`config.mk`:
```
export PLATFORM = sky130hd
export DESIGN_NAME = float32_square_root_unit
export DESIGN_NICKNAME = d
export VERILOG_FILES = /design/src/rtl/core/fsqrt_pkg.sv /design/src/rtl/core/float32_square_root_unit.sv
export SDC_FILE = /design/constraint.sdc
export NUM_CORES = 2
export LEC_CHECK = 0
export ABC_AREA = 1
export ABC_CLOCK_PERIOD_IN_PS = 20400
export BUFFER_PORTS_ARGS = -buffer_cell sky130_fd_sc_hd__buf_2
export CAP_MARGIN = 30
export CELL_PAD_IN_SITES_DETAIL_PLACEMENT = 1
export CELL_PAD_IN_SITES_GLOBAL_PLACEMENT = 1
export CORE_ASPECT_RATIO = 0.8
export CORE_MARGIN = 1.5
export CORE_UTILIZATION = 40
export CTS_CLUSTER_DIAMETER = 200
export DETAILED_ROUTE_END_ITERATION = 10
export GPL_TIMING_DRIVEN = 0
export PLACE_DENSITY_LB_ADDON = 0.1
export SETUP_SLACK_MARGIN = 0.15
export SYNTH_ARGS = -nofsm -noshare
export SYNTH_HDL_FRONTEND = slang
export SYNTH_SLANG_ARGS = --single-unit
```
`constraint.sdc`:
```
create_clock -name clk -period 20.4 [get_ports clk]
set_clock_uncertainty 0.15 [all_clocks]
set_input_delay 4.08 -clock clk [delete_from_list [all_inputs] [get_ports clk]]
set_output_delay 4.08 -clock clk [all_outputs]
set_load 0.02 [all_outputs]
```
`src/rtl/core/fsqrt_pkg.sv`:
```
// shared types and constants for the single-precision square root unit
`timescale 1ns / 1ps
`default_nettype none
package fsqrt_pkg;
	localparam logic [31:0] EXP_MASK    = 32'h7f80_0000;
	localparam logic [31:0] QUIET_BIT   = 32'h0040_0000;
	localparam logic [31:0] SIGN_BIT    = 32'h8000_0000;
	localparam logic [31:0] DEFAULT_NAN = 32'hffc0_0000;
	localparam int RootBits  = 24;
	localparam int StageCnt  = 4;
	localparam int BitsPerSt = RootBits / StageCnt;

	typedef enum logic [1:0] {
		KIND_ROOT,
		KIND_FIXED
	} kind_t;

	// one word in flight through the digit-recurrence stages
	typedef struct packed {
		logic        vld;
		kind_t       kind;
		logic [31:0] fixed;
		logic        inv;
		logic [7:0]  ebiased;
		logic [49:0] rem;
		logic [47:0] rad;
		logic [23:0] root;
	} stage_t;

	// leading-zero count of a 24-bit significand, search over bit positions
	function automatic logic [4:0] lzc24(input logic [23:0] v);
		logic [4:0] n;
		logic       found;
		n = 5'd0;
		found = 1'b0;
		for (int i = 23; i >= 0; i--) begin
			if (!found && v[i]) begin
				found = 1'b1;
				n = 5'(23 - i);
			end
		end
		return n;
	endfunction
endpackage
`default_nettype wire

```
`src/rtl/core/float32_square_root_unit.sv`:
```
// single-precision square root, one word per cycle through a digit pipeline when not stalled
// registered stages from input to output: prep, 4 root stages, round
// throughput: one word per cycle while the output is not stalled
// each root stage resolves 6 bits of the 24-bit root
// a stall freezes every stage together; the output register holds its word
// reset (arst_n low) clears all pipeline registers and the output valid; result payload is not reset
`timescale 1ns / 1ps
`default_nettype none
module float32_square_root_unit (
	input  wire logic        clk,
	input  wire logic        arst_n,
	input  wire logic        operand_bits_valid,
	output logic             operand_bits_stall,
	input  wire logic [31:0] operand_bits,
	output logic             root_valid,
	input  wire logic        root_stall,
	output logic [31:0]      root_bits,
	output logic             invalid_flag
);
	localparam int NS = fsqrt_pkg::StageCnt;
	localparam int BS = fsqrt_pkg::BitsPerSt;

	fsqrt_pkg::stage_t pipe_s[NS+1];
	fsqrt_pkg::stage_t next_s[NS+1];
	logic advance;

	assign advance = !(root_valid && root_stall);
	assign operand_bits_stall = !advance;

	// prep: classify, normalize, even exponent, place radicand
	always_comb begin
		logic [31:0] mag;
		logic [23:0] sig;
		logic [4:0]  lz;
		logic signed [9:0] uexp;
		next_s[0] = '0;
		uexp = '0;
		mag = operand_bits & ~fsqrt_pkg::SIGN_BIT;
		sig = {1'b0, mag[22:0]};
		lz = fsqrt_pkg::lzc24(sig);
		next_s[0].vld = operand_bits_valid;
		next_s[0].kind = fsqrt_pkg::KIND_FIXED;
		if (mag > fsqrt_pkg::EXP_MASK) begin
			next_s[0].fixed = operand_bits | fsqrt_pkg::QUIET_BIT;
			next_s[0].inv = !mag[22];
		end else if (operand_bits[31]) begin
			next_s[0].fixed = (mag == 32'd0) ? fsqrt_pkg::SIGN_BIT : fsqrt_pkg::DEFAULT_NAN;
			next_s[0].inv = (mag != 32'd0);
		end else if (mag == 32'd0 || mag == fsqrt_pkg::EXP_MASK) begin
			next_s[0].fixed = mag;
		end else begin
			next_s[0].kind = fsqrt_pkg::KIND_ROOT;
			if (mag[30:23] == 8'd0) begin
				sig = sig << lz;
				uexp = -10'sd126 - 10'(signed'({5'd0, lz}));
			end else begin
				sig = {1'b1, mag[22:0]};
				uexp = 10'(signed'({2'b0, mag[30:23]})) - 10'sd127;
			end
			if (uexp[0]) begin
				next_s[0].rad = {sig, 24'd0};
				uexp = uexp - 10'sd1;
			end else begin
				next_s[0].rad = {1'b0, sig, 23'd0};
			end
			next_s[0].ebiased = 8'((uexp >>> 1) + 10'sd127);
		end
	end

	// restoring digit recurrence, BS root bits per stage
	for (genvar g = 0; g < NS; g++) begin : g_stage
		always_comb begin
			logic [49:0] r;
			logic [49:0] trial;
			logic [47:0] rad;
			logic [23:0] q;
			next_s[g+1] = pipe_s[g];
			r = pipe_s[g].rem;
			rad = pipe_s[g].rad;
			q = pipe_s[g].root;
			for (int k = 0; k < BS; k++) begin
				r = {r[47:0], rad[47:46]};
				rad = {rad[45:0], 2'b00};
				trial = {24'd0, q, 2'b01};
				if (r >= trial) begin
					r = r - trial;
					q = {q[22:0], 1'b1};
				end else begin
					q = {q[22:0], 1'b0};
				end
			end
			next_s[g+1].rem = r;
			next_s[g+1].rad = rad;
			next_s[g+1].root = q;
		end
	end

	always_ff @(posedge clk or negedge arst_n) begin
		if (!arst_n) begin
			for (int i = 0; i <= NS; i++) pipe_s[i] <= '0;
		end else if (advance) begin
			for (int i = 0; i <= NS; i++) pipe_s[i] <= next_s[i];
		end
	end

	// last stage register feeds the round and pack stage
	logic [31:0] packed_res;
	always_comb begin
		logic [24:0] rt;
		rt = {1'b0, pipe_s[NS].root}
			+ 25'(pipe_s[NS].rem > {26'd0, pipe_s[NS].root});
		// carry out of the significand bumps the exponent
		packed_res = ({1'b0, pipe_s[NS].ebiased, 23'd0})
			+ {7'd0, rt} - 32'h0080_0000;
		if (pipe_s[NS].kind == fsqrt_pkg::KIND_FIXED) packed_res = pipe_s[NS].fixed;
	end

	always_ff @(posedge clk or negedge arst_n) begin
		if (!arst_n) begin
			root_valid <= 1'b0;
		end else if (advance) begin
			root_valid <= pipe_s[NS].vld;
		end
	end

	always_ff @(posedge clk) begin
		if (advance) begin
			root_bits    <= packed_res;
			invalid_flag <= pipe_s[NS].inv;
		end
	end

	assert property (@(posedge clk) disable iff (!arst_n)
		root_valid && root_stall |=> root_valid && $stable(root_bits))
		else $error("held result word changed");
	assert property (@(posedge clk) disable iff (!arst_n)
		root_valid && invalid_flag |-> root_bits[30:22] == 9'h1ff)
		else $error("invalid result is not a quiet nan");
	assert property (@(posedge clk) disable iff (!arst_n)
		operand_bits_stall == (root_valid && root_stall))
		else $error("stall does not follow output backpressure");
endmodule
`default_nettype wire
```
==> flow_summary_export.csv <==
group,metric,value,unit
min_path,min_from,"g_stage[0].$2.rad[35]$_DFFE_PN0N_",
critical_path,critPathMostFrequentCell,"nand2_1",
run_status,status,"complete, no violations",
synth,synth_top_area_frac,0.221,
clock_tree,hold_buffers,0,
cells_and_area,n_fill_cell,24800,
sta,layout_min_cycle_time,19460,ps
critical_path,reg2reg_depth,110,
synth,synth_top_family_by_area,"simple AND/OR/NAND/NOR gates",
synth,ys_types,78,
drt,ant_nets,0,
placement,hpwl,296000,um
drt,viasPerCell,5.73,
floorplan,core_area,175000,um2
drt,totalWireLength,352000,um
synth,synthFlopType,"dfrtp_1",
global_routing,grt_pass1_wl,524000,um
clock_tree,cts.sinks,538,
synth,synth-seq-area-share,0.193,
critical_path,slowest_stage,"o21ai_0",
sta,finalSetupViolCount,0,
critical_path,crit_start,"pipe_s[167]$_DFFE_PN0N_",
drt,drcViolationCount,0,
cells_and_area,fin_nets,13100,
floorplan,dieArea,179000,um2
synth,syn_area,70700,um2
synth,synth_async_sr_flop_share,0.939,
sta,rsz0062_at_grt,"false",
critical_path,r2r_end,"pipe_s[105]$_DFFE_PN0N_",
synth,synth_edf_count,33,
sta,min_period_over_period,0.954,
synth,synth_xor_area_frac,0.0443,
run,drv_cap,0,
synth,syn_inst,12500,
drt,drt_pass1_iterations,8,
synth,synth-seq-cells,538,
floorplan,initial_utilization,0.404,
global_routing,antenna_found_initial,4,
floorplan,die_x,473,um
cells_and_area,mostFrequentLayoutCells,"4,148 x nand2_1, 1,632 x nor2_1, 1,621 x inv_1",
cells_and_area,multiInputGateArea,49700,um2
critical_path,cp_data_arrival_time,19950,ps
drt,drtIter0Drc,8383,
clock_tree,worstSkewPairLatency,740,ps
drt,wl_per_cell,23.3,um
min_path,min_path_cells,2,
clock_tree,h-tree-depth,2,
placement,gp_congestion,1.01,
sta,hold_violations,0,
placement,io_buffers,70,
synth,synth_mux_area_frac,0,
cells_and_area,stdcell_count,15100,
placement,place_ws,-5370,ps
floorplan,die_y,379,um
critical_path,reg2reg_slack,940,ps
critical_path,r2r_start,"pipe_s[167]$_DFFE_PN0N_",
synth,yosys.area_share.simple,0.474,
sta,max-slew-margin-rel,0.272,
sta,setup_ws,940,ps
placement,placed_cells,15000,
drt,via_count,86800,
sta,max_freq,51.4,MHz
global_routing,grt_max_degree,111,
cells_and_area,final_common_cell,"nand2_1",
global_routing,grt_pass1_vias,84200,
clock_tree,cts_root_buf,"clkbuf_16",
synth,postSynthAreaPerCell,5.66,um2
synth,synth_adder_area_share,0.0606,
floorplan,io_pins,71,
clock_tree,path_clk_slew,70,ps
sta,slew_viol_final,0,
min_path,hold_class,"reg -> reg",
critical_path,path_class,"reg -> reg",
synth,synth_compound_area_frac,0.116,
global_routing,grtUsageTotal,0.379,
floorplan,row_count,137,
cells_and_area,drive_gt1_frac,0.0717,
clock_tree,numCtsBuffers,61,
synth,yosysWarnings,0,
synth,synth_area_leader_cell,"nand2_1",
critical_path,path_max_fanout,13,
clock_tree,clk_path_buf_depth,3,
clock_tree,cts_tree,"done",
min_path,holdPathEnd,"g_stage[1].$2.rad[47]$_DFFE_PN0N_",
cells_and_area,regArea,13600,um2
critical_path,crit_required,20890,ps
global_routing,gr-total-overflow,0,
cells_and_area,areaGrowthSynthToFinish,10.1,%
critical_path,crit_path_start_kind,"flop",
critical_path,cpPeakStageDelay,610,ps
critical_path,end_kind,"flop",
sta,tightestPinTransition,1090,ps
synth,yosys-top-cells-area,"nand2_1 22%, dfrtp_1 18%, inv_1 8.8%",
## metal layers
layer | routed length (um) | GRT usage | vias to the layer above
met5 | 95 | 0.00271 | -
met4 | 8990 | 0.0920 | 8
met3 | 29300 | 0.0602 | 384
met2 | 141000 | 0.547 | 2949
met1 | 173000 | 0.577 | 43000
li1 | - | - | 40500
## critical path, delay by kind of cell (launching register included)
family | cells | cell delay, ps
AOI/OAI and AO/OA | 29 | 5610
xor gates and xnor gates | 2 | 550
adders and majority gates | 7 | 2560
buffers and inverters | 26 | 3900
DFF | 1 | 440
and+or+nand+nor | 46 | 6110
## per-stage QoR
stage	hold WS [ps]	util	TNS [ps]	area, um2
global route	331	0.445	0	77900
detailed placement	296	0.425	-392180	74400
CTS	301	0.440	0	77000
floorplan	270	-	0	70800
finish	307	0.445	0	77900
global placement	300	0.423	-396110	74100
## cell usage after synthesis, drive strengths merged, types with 4 or more instances
library cell / n
xor2: 183
nor3: 120
a31oi: 33
a31o: 4
a21o: 10
edfxtp: 33
o21ai: 805
clkbuf: 148
dfrtp: 505
nor3b: 7
a21oi: 445
o221ai: 18
nand3b: 107
ha: 338
nor4: 24
o21bai: 26
xnor2: 175
nand3: 1145
o211ai: 44
nor2: 1735
o31ai: 27
and3: 7
o22ai: 14
o21a: 28
clkinv: 12
or2: 33
a21boi: 5
inv: 1682
a22oi: 4
a211oi: 7
dlygate4sd1: 5
buf: 122
o2111ai: 13
nand2: 4297
nand4: 293
and2: 12
## final cells by class
| cell class | count | area share |
|---|---|---|
| clock buffers | 82 | 0.0216 |
| clock inverters | 28 | 0.00476 |
| plain buffers | 272 | 0.0221 |
| multi-input cells | 9988 | 0.638 |
| flip-flops and latches | 538 | 0.175 |
| well taps | 2363 | 0.0380 |
| repair buffers | 170 | 0.0172 |
| diodes | 2 | 0.0000643 |
| inverters | 1694 | 0.0831 |
## how the worst max path moves through the flow
stage / to / cells past startpoint
CTS: pipe_s[118]$_DFFE_PN0N_ / 120
floorplan: pipe_s[111]$_DFFE_PN0N_ / 119
global placement: pipe_s[96]$_DFFE_PN0N_ / 118
finish: pipe_s[105]$_DFFE_PN0N_ / 110
detailed placement: pipe_s[96]$_DFFE_PN0N_ / 119
global route: pipe_s[115]$_DFFE_PN0N_ / 121
## flip-flops by register name, indices dropped and copies added, names as in the netlist
signal	flops
next_s	172
pipe_s	318
g_stage.$2.rad	14
invalid_flag	1
root_valid	1
root_bits	32
## logic make-up (layout without fill, tap and decap cells)
kind of cell,after synthesis,in the layout
adders and majority gates,341,341
and+or+nand+nor,7787,7787
AOI/OAI and AO/OA,1499,1499
buffers and inverters,1970,2246
other,1,5
xor gates and xnor gates,358,358
DFF,538,538
## timing repair
| item | 4_1_cts | 5_1_grt |
|---|---|---|
| pin swaps | 9 | 16 |
| setup endpoints to repair | 98 | 145 |
| buffers inserted | 29 | 49 |
| resized for setup | 133 | 146 |
Power is left out: the tool's default activity adds up to more than one toggle a clock period on the data nets, which glitch-free logic cannot reach.
